===== src/hbs_pkg.sv =====
package hbs_pkg;

  localparam int MAX_SIDE      = 256;
  localparam int MAX_SUBSAMPLE = 16;
  localparam int STORE_DEPTH   = MAX_SIDE * MAX_SIDE;
  localparam int ADDR_W        = $clog2(STORE_DEPTH);
  localparam int SIDE_W        = 9;
  localparam int POS_W         = 8;
  localparam int STEP_W        = 5;
  localparam int COORD_W       = 12;
  localparam int VSIDE_W       = 13;
  localparam int SAMPLE_W      = 16;
  localparam int WEIGHT_W      = 9;
  localparam int SLOT_W        = 24;
  localparam int PROD_W        = 24;
  localparam int Q_W           = 32;
  localparam int DEN_W         = 25;
  localparam int NUM_W         = DEN_W + Q_W;
  localparam int RECIP_W       = 21;
  localparam int RECIP_SHIFT   = 20;
  localparam int DIV_STAGES    = 8;
  localparam int STEPS_PER_STG = Q_W / DIV_STAGES;
  localparam int CFG_IDX_W     = 3;
  localparam int CFG_DATA_W    = 32;

  typedef enum logic [CFG_IDX_W-1:0] {
    CFG_IMAGE_SIDE   = 3'd0,
    CFG_SUB_SAMPLING = 3'd1,
    CFG_VERT_SIDE    = 3'd2,
    CFG_SCALE_Z      = 3'd3,
    CFG_INVERT       = 3'd4,
    CFG_FLIP_ROWS    = 3'd5,
    CFG_WIDE         = 3'd6
  } cfg_reg_t;

  typedef struct packed {
    logic                query;
    logic [ADDR_W-1:0]   index;
    logic [SAMPLE_W-1:0] value;
    logic [COORD_W-1:0]  x;
    logic [COORD_W-1:0]  y;
  } req_t;

  typedef struct packed {
    logic [SIDE_W-1:0]  side;
    logic [STEP_W-1:0]  step;
    logic [VSIDE_W-1:0] vert_side;
    logic               flip;
  } coord_cfg_t;

  typedef struct packed {
    logic                          valid;
    logic                          query;
    logic [3:0][ADDR_W-1:0]        addr;
    logic [SAMPLE_W-1:0]           wdata;
    logic [3:0][WEIGHT_W-1:0]      weight;
    logic [SLOT_W-1:0]             slot;
  } fetch_t;

  // ceil(2^20 / s); exact floor division for 12-bit coordinates
  function automatic logic [RECIP_W-1:0] recip(input logic [STEP_W-1:0] s);
    logic [RECIP_W-1:0] r;
    case (s)
      5'd2:    r = 21'd524288;
      5'd3:    r = 21'd349526;
      5'd4:    r = 21'd262144;
      5'd5:    r = 21'd209716;
      5'd6:    r = 21'd174763;
      5'd7:    r = 21'd149797;
      5'd8:    r = 21'd131072;
      5'd9:    r = 21'd116509;
      5'd10:   r = 21'd104858;
      5'd11:   r = 21'd95326;
      5'd12:   r = 21'd87382;
      5'd13:   r = 21'd80660;
      5'd14:   r = 21'd74899;
      5'd15:   r = 21'd69906;
      5'd16:   r = 21'd65536;
      default: r = 21'd1048576;
    endcase
    return r;
  endfunction

endpackage


===== src/hbs_div.sv =====
module hbs_div (
  input  logic                        clk,
  input  logic                        rst,
  input  logic                        adv,
  input  logic                        in_valid,
  input  logic [hbs_pkg::NUM_W-1:0]   num,
  input  logic [hbs_pkg::DEN_W-1:0]   den,
  input  logic [hbs_pkg::SLOT_W-1:0]  in_slot,
  output logic                        out_valid,
  output logic [hbs_pkg::Q_W-1:0]     quo,
  output logic [hbs_pkg::SLOT_W-1:0]  out_slot
);
  import hbs_pkg::*;

  // restoring division, a few quotient bits per stage
  function automatic logic [DEN_W+2*Q_W-1:0] div_steps(
    input logic [DEN_W-1:0] r_in,
    input logic [Q_W-1:0]   lo_in,
    input logic [Q_W-1:0]   q_in,
    input logic [DEN_W-1:0] d
  );
    logic [DEN_W:0]   t;
    logic [DEN_W-1:0] r;
    logic [Q_W-1:0]   l;
    logic [Q_W-1:0]   q;
    r = r_in;
    l = lo_in;
    q = q_in;
    for (int i = 0; i < STEPS_PER_STG; i++) begin
      t = {r, l[Q_W-1]};
      l = {l[Q_W-2:0], 1'b0};
      if (t >= {1'b0, d}) begin
        t = t - {1'b0, d};
        q = {q[Q_W-2:0], 1'b1};
      end else begin
        q = {q[Q_W-2:0], 1'b0};
      end
      r = t[DEN_W-1:0];
    end
    return {r, l, q};
  endfunction

  logic                vv  [DIV_STAGES+1];
  logic [DEN_W-1:0]    rem [DIV_STAGES+1];
  logic [Q_W-1:0]      lo  [DIV_STAGES+1];
  logic [Q_W-1:0]      qq  [DIV_STAGES+1];
  logic [SLOT_W-1:0]   sl  [DIV_STAGES+1];

  assign vv[0]  = in_valid;
  assign rem[0] = num[NUM_W-1:Q_W];
  assign lo[0]  = num[Q_W-1:0];
  assign qq[0]  = '0;
  assign sl[0]  = in_slot;

  for (genvar k = 0; k < DIV_STAGES; k++) begin : g_stage
    logic [DEN_W+2*Q_W-1:0] nxt;

    assign nxt = div_steps(rem[k], lo[k], qq[k], den);

    always_ff @(posedge clk) begin
      if (rst) begin
        vv[k+1] <= 1'b0;
      end else if (adv) begin
        vv[k+1] <= vv[k];
      end
    end

    always_ff @(posedge clk) begin
      if (adv) begin
        rem[k+1] <= nxt[2*Q_W +: DEN_W];
        lo[k+1]  <= nxt[Q_W +: Q_W];
        qq[k+1]  <= nxt[Q_W-1:0];
        sl[k+1]  <= sl[k];
      end
    end
  end

  assign out_valid = vv[DIV_STAGES];
  assign quo       = qq[DIV_STAGES];
  assign out_slot  = sl[DIV_STAGES];

`ifndef SYNTH
  // quotient must fit the fixed quotient width
  a_quo_fits: assert property (@(posedge clk) disable iff (rst)
    in_valid |-> num[NUM_W-1:Q_W] < den)
    else $error("division overflow");
`endif

endmodule


===== config.mk =====
export PLATFORM = sky130hd
export DESIGN_NAME = hbs_div
export DESIGN_NICKNAME = d
export VERILOG_FILES = /design/src/hbs_pkg.sv /design/src/hbs_div.sv
export SDC_FILE = /design/constraint.sdc
export NUM_CORES = 2
export LEC_CHECK = 0
export BUFFER_PORTS_ARGS = -buffer_cell sky130_fd_sc_hd__buf_2
export CAP_MARGIN = 20
export CORE_UTILIZATION = 46
export CTS_CLUSTER_SIZE = 14
export DETAILED_ROUTE_END_ITERATION = 6
export PLACE_DENSITY = 0.72
export SETUP_SLACK_MARGIN = 0.15
export SLEW_MARGIN = 10
export SYNTH_ARGS = -nofsm -noshare
export SYNTH_HDL_FRONTEND = slang
export SYNTH_SLANG_ARGS = --single-unit

===== constraint.sdc =====
create_clock -name clk -period 19 [get_ports clk]
set_input_delay 3.8 -clock clk [delete_from_list [all_inputs] [get_ports clk]]
set_output_delay 3.8 -clock clk [all_outputs]
set_load 0.1 [all_outputs]

==> implementation parameters <==
Parameter                              Value

Logic synthesis
  Sequential element share of the synthesized area ... 0.291
  Per-instance average area after synthesis ... just over 9 µm²
  Most frequently used cell type in the post-synthesis netlist ... ha_1
  Cell count after synthesis ... 7095
  Number of nets in the synthesized netlist ... 8036
  Synth Flop Type ... edfxtp_1
  Number of warnings reported in the yosys synthesis log ... 0
  Largest area contributor in the netlist ... edfxtp_1
  Number of enable flip-flop cells after synthesis ... between 600 and 700
  Syn Std Cell Area ... 0.0648 mm²
  Area fraction of the dominant cell type after synthesis ... 0.289
  Unique masters post-synth ... 107
  Fraction of registers with async set/reset ... 0
  Number of register bits inferred by synthesis ... 631
  Commonest cells post-synth ... ha_1 (800), a21oi_1 (668), edfxtp_1 (623), nand2_1 (515), nor2_1 (507)
  Cell types occupying the most area after synthesis ... edfxtp_1 (29%), ha_1 (15%), xnor2_1 (5.6%)

Detailed routing
  Number of detailed-route iterations in the first pass ... 7
  Final wirelength ... 197 mm
  Via-per-instance ratio ... 6.07
  Remaining number of nets flagged by the antenna check after routing ... 0
  Drt first-iter violations ... between 5k and 6k
  Post-detailed-route wirelength per cell ... 21.3 µm
  Remaining design rule violation count ... 0
  Via count ... 56.0k

GRT
  Remaining global-route overflow ... 0
  Via count of the first global-routing pass ... 52.9k
  Maximum number of pins on one net before global-route repair ... 160
  Wire length of the first global-routing pass ... 298 mm
  GRT Util Overall ... 0.268
  Number of antenna violations at the first check in global routing ... 5

Critical path
  Most used cell, CP ... a21oi_1
  Sort of element at the start of the critical path ... input port
  Biggest fanout along the worst timing path ... 30
  Classification of the worst setup path ... in2reg
  Max stage delay cell, worst path ... a2111oi_0
  Arrival time of data at the critical path endpoint ... 18.44 ns
  Setup crit end kind ... register
  Max stage delay on crit path ... 0.68 ns
  Worst endpoint required time ... a little under 20 ns

Clock network
  Max Buffers Root-to-Sink ... 3
  Post-CTS setup buffer count ... 0
  Worst-skew pair later-pin latency ... 0.72 ns
  Resized cells post-CTS ... 0
  CTS Hold Bufs ... 0
  Clock tree root buffer cell ... clkbuf_16
  Number of CTS-inserted buffers ... 77
  TritonCTS clock tree ... yes
  Clock transition at path regs ... 0.06 ns
  TritonCTS sink count ... 631
  Clock H-tree levels ... 3

STA
  Part of the cycle the worst path needs ... 0.947
  Max-slew violation total from the final report ... 0
  Max frequency ... 55.6 MHz
  Measured slew at the worst slew-check pin ... 1.16 ns
  Clock Skews ... roughly 0.042 ns
  Count of endpoints failing hold in the final timing report ... 0
  Final-report setup violation count ... 0
  Final-layout setup total negative slack ... 0 ns
  Time the worst path needs with I/O delays and setup ... 17.99 ns
  Rel. slew slack ... 0.222
  RSZ-0062 raised after global routing ... false
  Minimum hold slack ... 0.396 ns

Floorplan
  Rows ... 137
  Die X ... 377 µm
  Top Ports ... 167
  Starting density of the core ... 0.464
  Die Span Y ... 377 µm
  Die Area ... 0.142 mm²
  Core Box Area ... 0.140 mm²

Final layout
  Fraction of layout cells with a size suffix above 1 ... 0.114
  Layout Area Growth over Synthesis ... 9.03%
  Filler Cells Inserted ... 13.0k
  # nets final ... roughly 8.2k

Place
  DP Wirelength ... 149 mm
  Last weighted congestion value of the routability-driven placer ... 0.985
  IO buf count ... 166

Hold path
  Type of the worst min-delay path ... reg2reg

Outcome
  Result of the run ... finished, final reports clean

Job
  Reported max-cap violation count ... 0
[cells in the final DEF, fill, tap and decap left out, types with 24 or more instances in the layout]
cell type,synthesis,routed
clkbuf_16,0,77
o21a_1,109,109
ha_1,800,800
a21boi_0,40,40
xor2_1,212,212
nand3_1,134,134
o21bai_1,100,100
inv_2,10,33
o21ai_0,468,468
a211oi_1,51,51
buf_2,32,165
buf_4,31,111
a21o_1,340,340
o211ai_1,42,42
a31o_2,25,25
a21oi_1,668,667
nor2_1,507,507
nor3_1,118,118
and4_1,24,24
nor2b_1,111,111
a22oi_1,26,26
nand2_1,515,515
inv_1,358,334
and3_1,48,48
mux2_2,309,309
a31oi_1,78,77
fa_1,31,31
o31ai_1,53,53
mux2i_1,67,67
xnor2_1,413,413
nand2b_1,83,83
edfxtp_1,623,623
nand4_1,105,105
or3_1,32,32
and2_1,32,32
[worst paths after layout]
kind / start / slack [ns] / cells past startpoint / end
min reg2reg: sl[138]$_DFFE_PP_ / 0.40 / 0 / sl[114]$_DFFE_PP_
min: sl[138]$_DFFE_PP_ / 0.40 / 0 / sl[114]$_DFFE_PP_
max reg2reg: lo[127]$_DFFE_PP_ / 4.44 / 51 / rem[68]$_DFFE_PP_
max: den[1] / 1.01 / 51 / rem[68]$_DFFE_PP_
[state kept, by name, summed over array words and instances, names as in the netlist]
register / count
qq: 112
g_stage.nxt: 84
lo: 28
sl: 168
quo: 32
rem: 175
vv: 7
out_slot: 24
out_valid: 1
[worst max-delay path: cells and delay by family]
kind / cells / cell delay [ns]
buffers and inverters: 8 / 2.53
AO/OA/AOI/OAI: 28 / 7.68
multiplexers: 3 / 0.96
AND/OR/NAND/NOR: 8 / 1.71
adder cells (fa/ha/maj): 4 / 1.72
[layout make-up]
type / instances / area (µm²) / area share
tap: 1876 / 2350 / 0.0332
timing repair buffer: 282 / 1790 / 0.0253
sequential: 631 / 18900 / 0.267
clock inverter: 47 / 472 / 0.00668
antenna: 1 / 2.50 / 0.0000354
inverter: 369 / 1390 / 0.0197
multi-input combinational: 5929 / 43800 / 0.620
clock buffer: 95 / 1990 / 0.0282
[routing by layer]
| metal | GRT usage | vias to the layer above | share of wire |
|---|---|---|---|
| met5 | 0 | - | 0 |
| met3 | 0.0391 | 444 | 0.070 |
| li1 | - | 27000 | - |
| met1 | 0.352 | 26600 | 0.43 |
| met2 | 0.433 | 2008 | 0.45 |
| met4 | 0.127 | 0 | 0.050 |
[kinds of logic after synthesis]
family	synth area share
AOI/OAI and AO/OA	0.224
and+or+nand+nor	0.133
adders and majority gates	0.164
DFF	0.291
xor gates and xnor gates	0.0845
buffers and inverters	0.0341
muxes	0.0690
[through the flow]
step | cell area [µm²] | worst slack (ns) | cells | utilization
floorplan | 64800 | 2.02 | 7095 | -
global placement | 68100 | 0.565 | 9085 | 0.488
detailed placement | 68100 | 0.625 | 9085 | 0.488
CTS | 70600 | 1.29 | 9227 | 0.505
global route | 70600 | 0.259 | 9229 | 0.506
finish | 70600 | 1.01 | 9230 | 0.506
Power is left out: the tool's default activity adds up to more than one toggle a clock period on the data nets, which glitch-free logic cannot reach.
