<file path="config.mk">
export PLATFORM = sky130hd
export DESIGN_NAME = hbs_coord
export DESIGN_NICKNAME = d
export VERILOG_FILES = /design/src/hbs_pkg.sv /design/src/hbs_coord.sv
export SDC_FILE = /design/constraint.sdc
export NUM_CORES = 2
export LEC_CHECK = 0
export BUFFER_PORTS_ARGS = -buffer_cell sky130_fd_sc_hd__buf_2
export CAP_MARGIN = 5
export CORE_ASPECT_RATIO = 1.1
export CORE_MARGIN = 2
export CORE_UTILIZATION = 65
export CTS_CLUSTER_SIZE = 12
export DETAILED_ROUTE_END_ITERATION = 8
export GPL_TIMING_DRIVEN = 0
export PLACE_DENSITY = 0.87
export SETUP_SLACK_MARGIN = 0.1
export SYNTH_ARGS = -nofsm -noshare
export SYNTH_HDL_FRONTEND = slang
export SYNTH_SLANG_ARGS = --single-unit
</file>
<file path="constraint.sdc">
create_clock -name clk -period 17.05 [get_ports clk]
set_input_delay 3.41 -clock clk [delete_from_list [all_inputs] [get_ports clk]]
set_output_delay 3.41 -clock clk [all_outputs]
set_load 0.01 [all_outputs]
</file>
<file path="src/hbs_pkg.sv">
package hbs_pkg;

  localparam int MAX_SIDE      = 256;
  localparam int MAX_SUBSAMPLE = 16;
  localparam int STORE_DEPTH   = MAX_SIDE * MAX_SIDE;
  localparam int ADDR_W        = $clog2(STORE_DEPTH);
  localparam int SIDE_W        = 9;
  localparam int POS_W         = 8;
  localparam int STEP_W        = 5;
  localparam int COORD_W       = 12;
  localparam int VSIDE_W       = 13;
  localparam int SAMPLE_W      = 16;
  localparam int WEIGHT_W      = 9;
  localparam int SLOT_W        = 24;
  localparam int PROD_W        = 24;
  localparam int Q_W           = 32;
  localparam int DEN_W         = 25;
  localparam int NUM_W         = DEN_W + Q_W;
  localparam int RECIP_W       = 21;
  localparam int RECIP_SHIFT   = 20;
  localparam int DIV_STAGES    = 8;
  localparam int STEPS_PER_STG = Q_W / DIV_STAGES;
  localparam int CFG_IDX_W     = 3;
  localparam int CFG_DATA_W    = 32;

  typedef enum logic [CFG_IDX_W-1:0] {
    CFG_IMAGE_SIDE   = 3'd0,
    CFG_SUB_SAMPLING = 3'd1,
    CFG_VERT_SIDE    = 3'd2,
    CFG_SCALE_Z      = 3'd3,
    CFG_INVERT       = 3'd4,
    CFG_FLIP_ROWS    = 3'd5,
    CFG_WIDE         = 3'd6
  } cfg_reg_t;

  typedef struct packed {
    logic                query;
    logic [ADDR_W-1:0]   index;
    logic [SAMPLE_W-1:0] value;
    logic [COORD_W-1:0]  x;
    logic [COORD_W-1:0]  y;
  } req_t;

  typedef struct packed {
    logic [SIDE_W-1:0]  side;
    logic [STEP_W-1:0]  step;
    logic [VSIDE_W-1:0] vert_side;
    logic               flip;
  } coord_cfg_t;

  typedef struct packed {
    logic                          valid;
    logic                          query;
    logic [3:0][ADDR_W-1:0]        addr;
    logic [SAMPLE_W-1:0]           wdata;
    logic [3:0][WEIGHT_W-1:0]      weight;
    logic [SLOT_W-1:0]             slot;
  } fetch_t;

  // ceil(2^20 / s); exact floor division for 12-bit coordinates
  function automatic logic [RECIP_W-1:0] recip(input logic [STEP_W-1:0] s);
    logic [RECIP_W-1:0] r;
    case (s)
      5'd2:    r = 21'd524288;
      5'd3:    r = 21'd349526;
      5'd4:    r = 21'd262144;
      5'd5:    r = 21'd209716;
      5'd6:    r = 21'd174763;
      5'd7:    r = 21'd149797;
      5'd8:    r = 21'd131072;
      5'd9:    r = 21'd116509;
      5'd10:   r = 21'd104858;
      5'd11:   r = 21'd95326;
      5'd12:   r = 21'd87382;
      5'd13:   r = 21'd80660;
      5'd14:   r = 21'd74899;
      5'd15:   r = 21'd69906;
      5'd16:   r = 21'd65536;
      default: r = 21'd1048576;
    endcase
    return r;
  endfunction

endpackage

</file>
<file path="src/hbs_coord.sv">
module hbs_coord (
  input  logic               clk,
  input  logic               rst,
  input  logic               adv,
  input  logic               in_valid,
  input  hbs_pkg::req_t      in_req,
  input  hbs_pkg::coord_cfg_t cfg,
  output hbs_pkg::fetch_t    fetch
);
  import hbs_pkg::*;

  // stage 1: floor division by reciprocal, destination row product
  logic [32:0]         prod_x, prod_y;
  logic [SLOT_W-1:0]   row;
  logic                c1_valid;
  req_t                c1_req;
  logic [COORD_W-1:0]  c1_qx, c1_qy;
  logic [SLOT_W-1:0]   c1_rowm;

  assign prod_x = 33'(in_req.x) * 33'(recip(cfg.step));
  assign prod_y = 33'(in_req.y) * 33'(recip(cfg.step));
  assign row = cfg.flip ? (SLOT_W'(cfg.vert_side) - SLOT_W'(in_req.y) - SLOT_W'(1))
                        : SLOT_W'(in_req.y);

  always_ff @(posedge clk) begin
    if (rst) begin
      c1_valid <= 1'b0;
    end else if (adv) begin
      c1_valid <= in_valid;
    end
  end

  always_ff @(posedge clk) begin
    if (adv) begin
      c1_req  <= in_req;
      c1_qx   <= prod_x[RECIP_SHIFT +: COORD_W];
      c1_qy   <= prod_y[RECIP_SHIFT +: COORD_W];
      c1_rowm <= row * SLOT_W'(cfg.vert_side);
    end
  end

  // stage 2: remainders and edge clamp
  logic [COORD_W-1:0]  mx, my, rx_full, ry_full;
  logic [STEP_W-1:0]   rx, ry;
  logic [POS_W-1:0]    smax, x1, x2, y1, y2;
  logic [COORD_W:0]    qx2, qy2;
  logic                c2_valid;
  logic                c2_query;
  logic [ADDR_W-1:0]   c2_index;
  logic [SAMPLE_W-1:0] c2_value;
  logic [POS_W-1:0]    c2_x1, c2_x2, c2_y1, c2_y2;
  logic [STEP_W-1:0]   c2_rx, c2_ry;
  logic [SLOT_W-1:0]   c2_slot;

  assign mx      = c1_qx * COORD_W'(cfg.step);
  assign my      = c1_qy * COORD_W'(cfg.step);
  assign rx_full = c1_req.x - mx;
  assign ry_full = c1_req.y - my;
  assign rx      = rx_full[STEP_W-1:0];
  assign ry      = ry_full[STEP_W-1:0];
  assign smax    = POS_W'(cfg.side - SIDE_W'(1));
  assign qx2     = (COORD_W+1)'(c1_qx) + (COORD_W+1)'(rx != '0);
  assign qy2     = (COORD_W+1)'(c1_qy) + (COORD_W+1)'(ry != '0);
  assign x1      = (c1_qx > COORD_W'(smax)) ? smax : c1_qx[POS_W-1:0];
  assign y1      = (c1_qy > COORD_W'(smax)) ? smax : c1_qy[POS_W-1:0];
  assign x2      = (qx2 > (COORD_W+1)'(smax)) ? smax : qx2[POS_W-1:0];
  assign y2      = (qy2 > (COORD_W+1)'(smax)) ? smax : qy2[POS_W-1:0];

  always_ff @(posedge clk) begin
    if (rst) begin
      c2_valid <= 1'b0;
    end else if (adv) begin
      c2_valid <= c1_valid;
    end
  end

  always_ff @(posedge clk) begin
    if (adv) begin
      c2_query <= c1_req.query;
      c2_index <= c1_req.index;
      c2_value <= c1_req.value;
      c2_x1    <= x1;
      c2_x2    <= x2;
      c2_y1    <= y1;
      c2_y2    <= y2;
      c2_rx    <= rx;
      c2_ry    <= ry;
      c2_slot  <= c1_rowm + SLOT_W'(c1_req.x);
    end
  end

  // stage 3: store addresses and blend weights
  logic [ADDR_W:0]     row1, row2;
  logic [ADDR_W:0]     a1, a2, a3, a4;
  logic [STEP_W-1:0]   sx, sy;
  logic [2*STEP_W-1:0] w1, w2, w3, w4;

  assign row1 = (ADDR_W+1)'(c2_y1) * (ADDR_W+1)'(cfg.side);
  assign row2 = (ADDR_W+1)'(c2_y2) * (ADDR_W+1)'(cfg.side);
  assign a1   = row1 + (ADDR_W+1)'(c2_x1);
  assign a2   = row1 + (ADDR_W+1)'(c2_x2);
  assign a3   = row2 + (ADDR_W+1)'(c2_x1);
  assign a4   = row2 + (ADDR_W+1)'(c2_x2);
  assign sx   = cfg.step - c2_rx;
  assign sy   = cfg.step - c2_ry;
  assign w1   = (2*STEP_W)'(sx) * (2*STEP_W)'(sy);
  assign w2   = (2*STEP_W)'(c2_rx) * (2*STEP_W)'(sy);
  assign w3   = (2*STEP_W)'(sx) * (2*STEP_W)'(c2_ry);
  assign w4   = (2*STEP_W)'(c2_rx) * (2*STEP_W)'(c2_ry);

  always_ff @(posedge clk) begin
    if (rst) begin
      fetch.valid <= 1'b0;
    end else if (adv) begin
      fetch.valid <= c2_valid;
    end
  end

  always_ff @(posedge clk) begin
    if (adv) begin
      fetch.query  <= c2_query;
      fetch.wdata  <= c2_value;
      fetch.slot   <= c2_slot;
      fetch.weight <= {w4[WEIGHT_W-1:0], w3[WEIGHT_W-1:0],
                       w2[WEIGHT_W-1:0], w1[WEIGHT_W-1:0]};
      if (c2_query) begin
        fetch.addr <= {a4[ADDR_W-1:0], a3[ADDR_W-1:0], a2[ADDR_W-1:0], a1[ADDR_W-1:0]};
      end else begin
        fetch.addr <= {c2_index, c2_index, c2_index, c2_index};
      end
    end
  end

`ifndef SYNTH
  // top-left sample never lies past bottom-right one
  a_corner_order: assert property (@(posedge clk) disable iff (rst)
    fetch.valid && fetch.query |-> fetch.addr[0] <= fetch.addr[3])
    else $error("corner addresses out of order");
`endif

endmodule

</file>
==> run_results.csv <==
group,metric,value,unit
synth,synth_edf_count,338,
finish,mostFrequentLayoutCell,"inv_1",
synth,synth_area_per_cell,9.78,sq um
setup_path,worst_setup_path_start_kind,"primary input",
global_route,use_met1,0.383,
die,coreArea,68700,sq um
power_and_ir_drop,p_total,9180,uW
route,avgRoutedWirePerCell,18.8,microns
setup_path,critPathKind,"primary input to flop",
global_route,grt_usage,0.316,
finish,final_cell_mix,"860 x inv_1, 695 x nand2_1, 663 x fa_1",
finish,fin_nets,6062,
clocking,cts_setup_buffers,0,
die,io_pins,231,
die,die_x,255,microns
finish,design_area,48500,sq um
clocking,clockBufferDepth,3,
sta,rsz0062_at_grt,"false",
synth,synth_fp_nets,5795,
sta,holdWs,0.416,ns
synth,syn_area,45000,sq um
synth,synthSimpleGateAreaFrac,0.142,
clocking,cts_tree,"built",
die,start_util,0.655,
placed_design,place_congestion,0.953,
route,ant_nets,0,
setup_path,cp-end-kind,"flop",
placed_design,hpwl,88300,microns
finish,instances_no_fill,5819,
global_route,met3_usage,0.0429,
die,die_h,280,microns
clocking,clk_pin_slew,0.06,ns
synth,yosysWarnings,0,
sta,period_share,0.728,
placed_design,placed_area,47400,sq um
global_route,global_route.peak_usage_layer,"met2",
global_route,antenna_found_initial,2,
finish,drive_gt1_frac,0.0655,
die,dieArea,71400,sq um
run,cap_violations,0,
sta,tns,0,ns
global_route,grt_max_degree,139,
sta,fmax,80.6,MHz
global_route,grt_use_met2,0.545,
setup_path,crit_top_cell,"fa_1",
power_and_ir_drop,p_per_area,189,nW/um^2
clocking,clkSinkCount,341,
global_route,grt_pass1_wl,176000,microns
route,drt_wl_total,109000,microns
synth,synth_fa_ha_area_frac,0.417,
setup_path,path_max_fanout,10,
synth,synth_top_family_by_area,"adder cells",
sta,worstMarginPinSlew,1.10,ns
synth,ys.flop_type,"edfxtp_1",
sta,final_max_slew_viol_count,0,
clocking,cts_inserted_buffers,37,
synth,synthArstFlopShare,0,
hold_path,hold_class,"flop to flop",
power_and_ir_drop,p_leak,0.0226,uW
setup_path,crit_slowest_cell,"a221oi_1",
setup_path,required,17.33,ns
synth,synth.distinct_cells,79,
route,drt_drc_violations_left,0,
global_route,overflow,0,
power_and_ir_drop,ir_worst_vdd,0.000185,V
status,status,"finished clean",
setup_path,crit_arrival,12.69,ns
clocking,cts_hold_buf,0,
synth,ys_seq_area_frac,0.227,
sta,hold_violations,0,
finish,area_growth,7.76,%
synth,synthXorXnorAreaFrac,0.0503,
clocking,cts-root-buf,"clkbuf_16",
route,num_vias,33400,
sta,fin_skew,0.0329,ns
clocking,cts_resized,0,
route,dr.pass1.iters,9,
route,drt-initial-drc-count,2255,
synth,synth_compound_area_frac,0.0658,
die,rows,101,
clocking,cts.htree.levels,2,
setup_path,slowest_delay,0.94,ns
synth,synth-seq-cells,341,
sta,finalSetupViolCount,0,
clocking,clk_latency,0.57,ns
route,avgViaCountPerCell,5.73,
placed_design,dp_cells,5757,
global_route,grt_pass1_vias,34900,
synth,synthMuxAreaShare,0.0109,
synth,synth_cells,4602,
placed_design,portBuffers,225,
sta,slew_headroom,0.264,
sta,fin_crit,12.41,ns
Yosys cell counts, drive strengths merged, types with 4 or more instances:
cell type,instances,share of area
clkbuf,172,0.014
o21a,44,0.0073
buf,8,0.00067
and2,290,0.040
xor2,57,0.011
a21o,45,0.0075
nor3,56,0.0062
o211ai,11,0.0018
inv,860,0.072
a311oi,5,0.0011
a31oi,10,0.0014
o22ai,9,0.0013
nand3,35,0.0039
nor3b,5,0.00083
o311ai,4,0.00078
a21oi,147,0.016
and4,7,0.0014
ha,441,0.12
o21ai,67,0.0074
mux2i,21,0.0047
a21boi,9,0.0015
a211oi,23,0.0041
nor2,137,0.011
nand4,18,0.0025
fa,663,0.29
a221oi,6,0.0012
xnor2,198,0.039
nor4,9,0.0013
a2111oi,6,0.0016
mux2,23,0.0058
nand2,695,0.058
o21bai,38,0.0063
nor2b,44,0.0061
or3,7,0.00097
a22oi,4,0.00078
edfxtp,338,0.23
o31a,4,0.00078
nand2b,13,0.0018
or2,6,0.00083
and3,25,0.0035
final cells by class:
class	instances	area, sq um
clock inverter	11	164
tap	927	1160
sequential	341	10200
clock buffer	48	967
buffer	180	677
inverter	861	3230
timing repair buffer	228	1200
antenna	3	7.51
multi-input combinational	3220	30900
fill	5030	20200
logic make-up (layout without fill, tap and decap cells):
family | Yosys count | in the layout
buffers and inverters | 1041 | 1328
adder cells (fa/ha/maj) | 1104 | 1104
AND/OR/NAND/NOR | 1362 | 1362
other | 0 | 3
flip-flops | 341 | 341
multiplexers | 45 | 45
AO/OA/AOI/OAI | 453 | 453
XOR/XNOR | 256 | 256
state kept, by name (all words and copies together), names as in the netlist, 5 cells and up:
name and count:
c2_x1 8, c2_rx 5, c2_y1 8, c2_slot 24
c2_index 16, c2_value 16, c2_ry 5, c1_req 50
c2_y2 8, c1_rowm 24, fetch 142, c2_x2 8
c1_qx 12, c1_qy 12
through the flow:
stage	utilization	setup WS [ns]
after floorplan	-	6.38
after global placement	0.688	4.60
after detailed placement	0.689	4.40
after CTS	0.706	4.90
after global routing	0.706	4.34
final	0.706	4.64
path summary, 6_finish.rpt:
kind	from	to	slack [ns]	cells past startpoint
setup / recovery	cfg[15]	c1_qy[10]$_DFFE_PP_	4.64	27
hold reg to reg	c1_req[29]$_DFFE_PP_	c2_value[5]$_DFFE_PP_	0.42	0
setup reg to reg	c1_qy[2]$_DFFE_PP_	c2_y2[6]$_DFFE_PP_	10.21	26
hold / removal	c1_req[29]$_DFFE_PP_	c2_value[5]$_DFFE_PP_	0.42	0
critical path, delay by kind of cell:
kind | cells | cell delay [ns]
AOI/OAI and AO/OA | 10 | 3.47
adders and majority gates | 7 | 3.28
xor gates and xnor gates | 1 | 0.17
buffers and inverters | 7 | 2.09
and+or+nand+nor | 2 | 0.25
report_power, final:
part | switching [uW] | internal (uW)
combinational | 3850 | 2930
clock | 336 | 421
sequential | 132 | 1500
metal layers:
layer / share of wire / wire [microns]
met2: 0.50 / 54300
met5: 0.000073 / 8
met1: 0.37 / 40900
met3: 0.068 / 7430
met4: 0.062 / 6760
(Power assumes the default switching activity.)
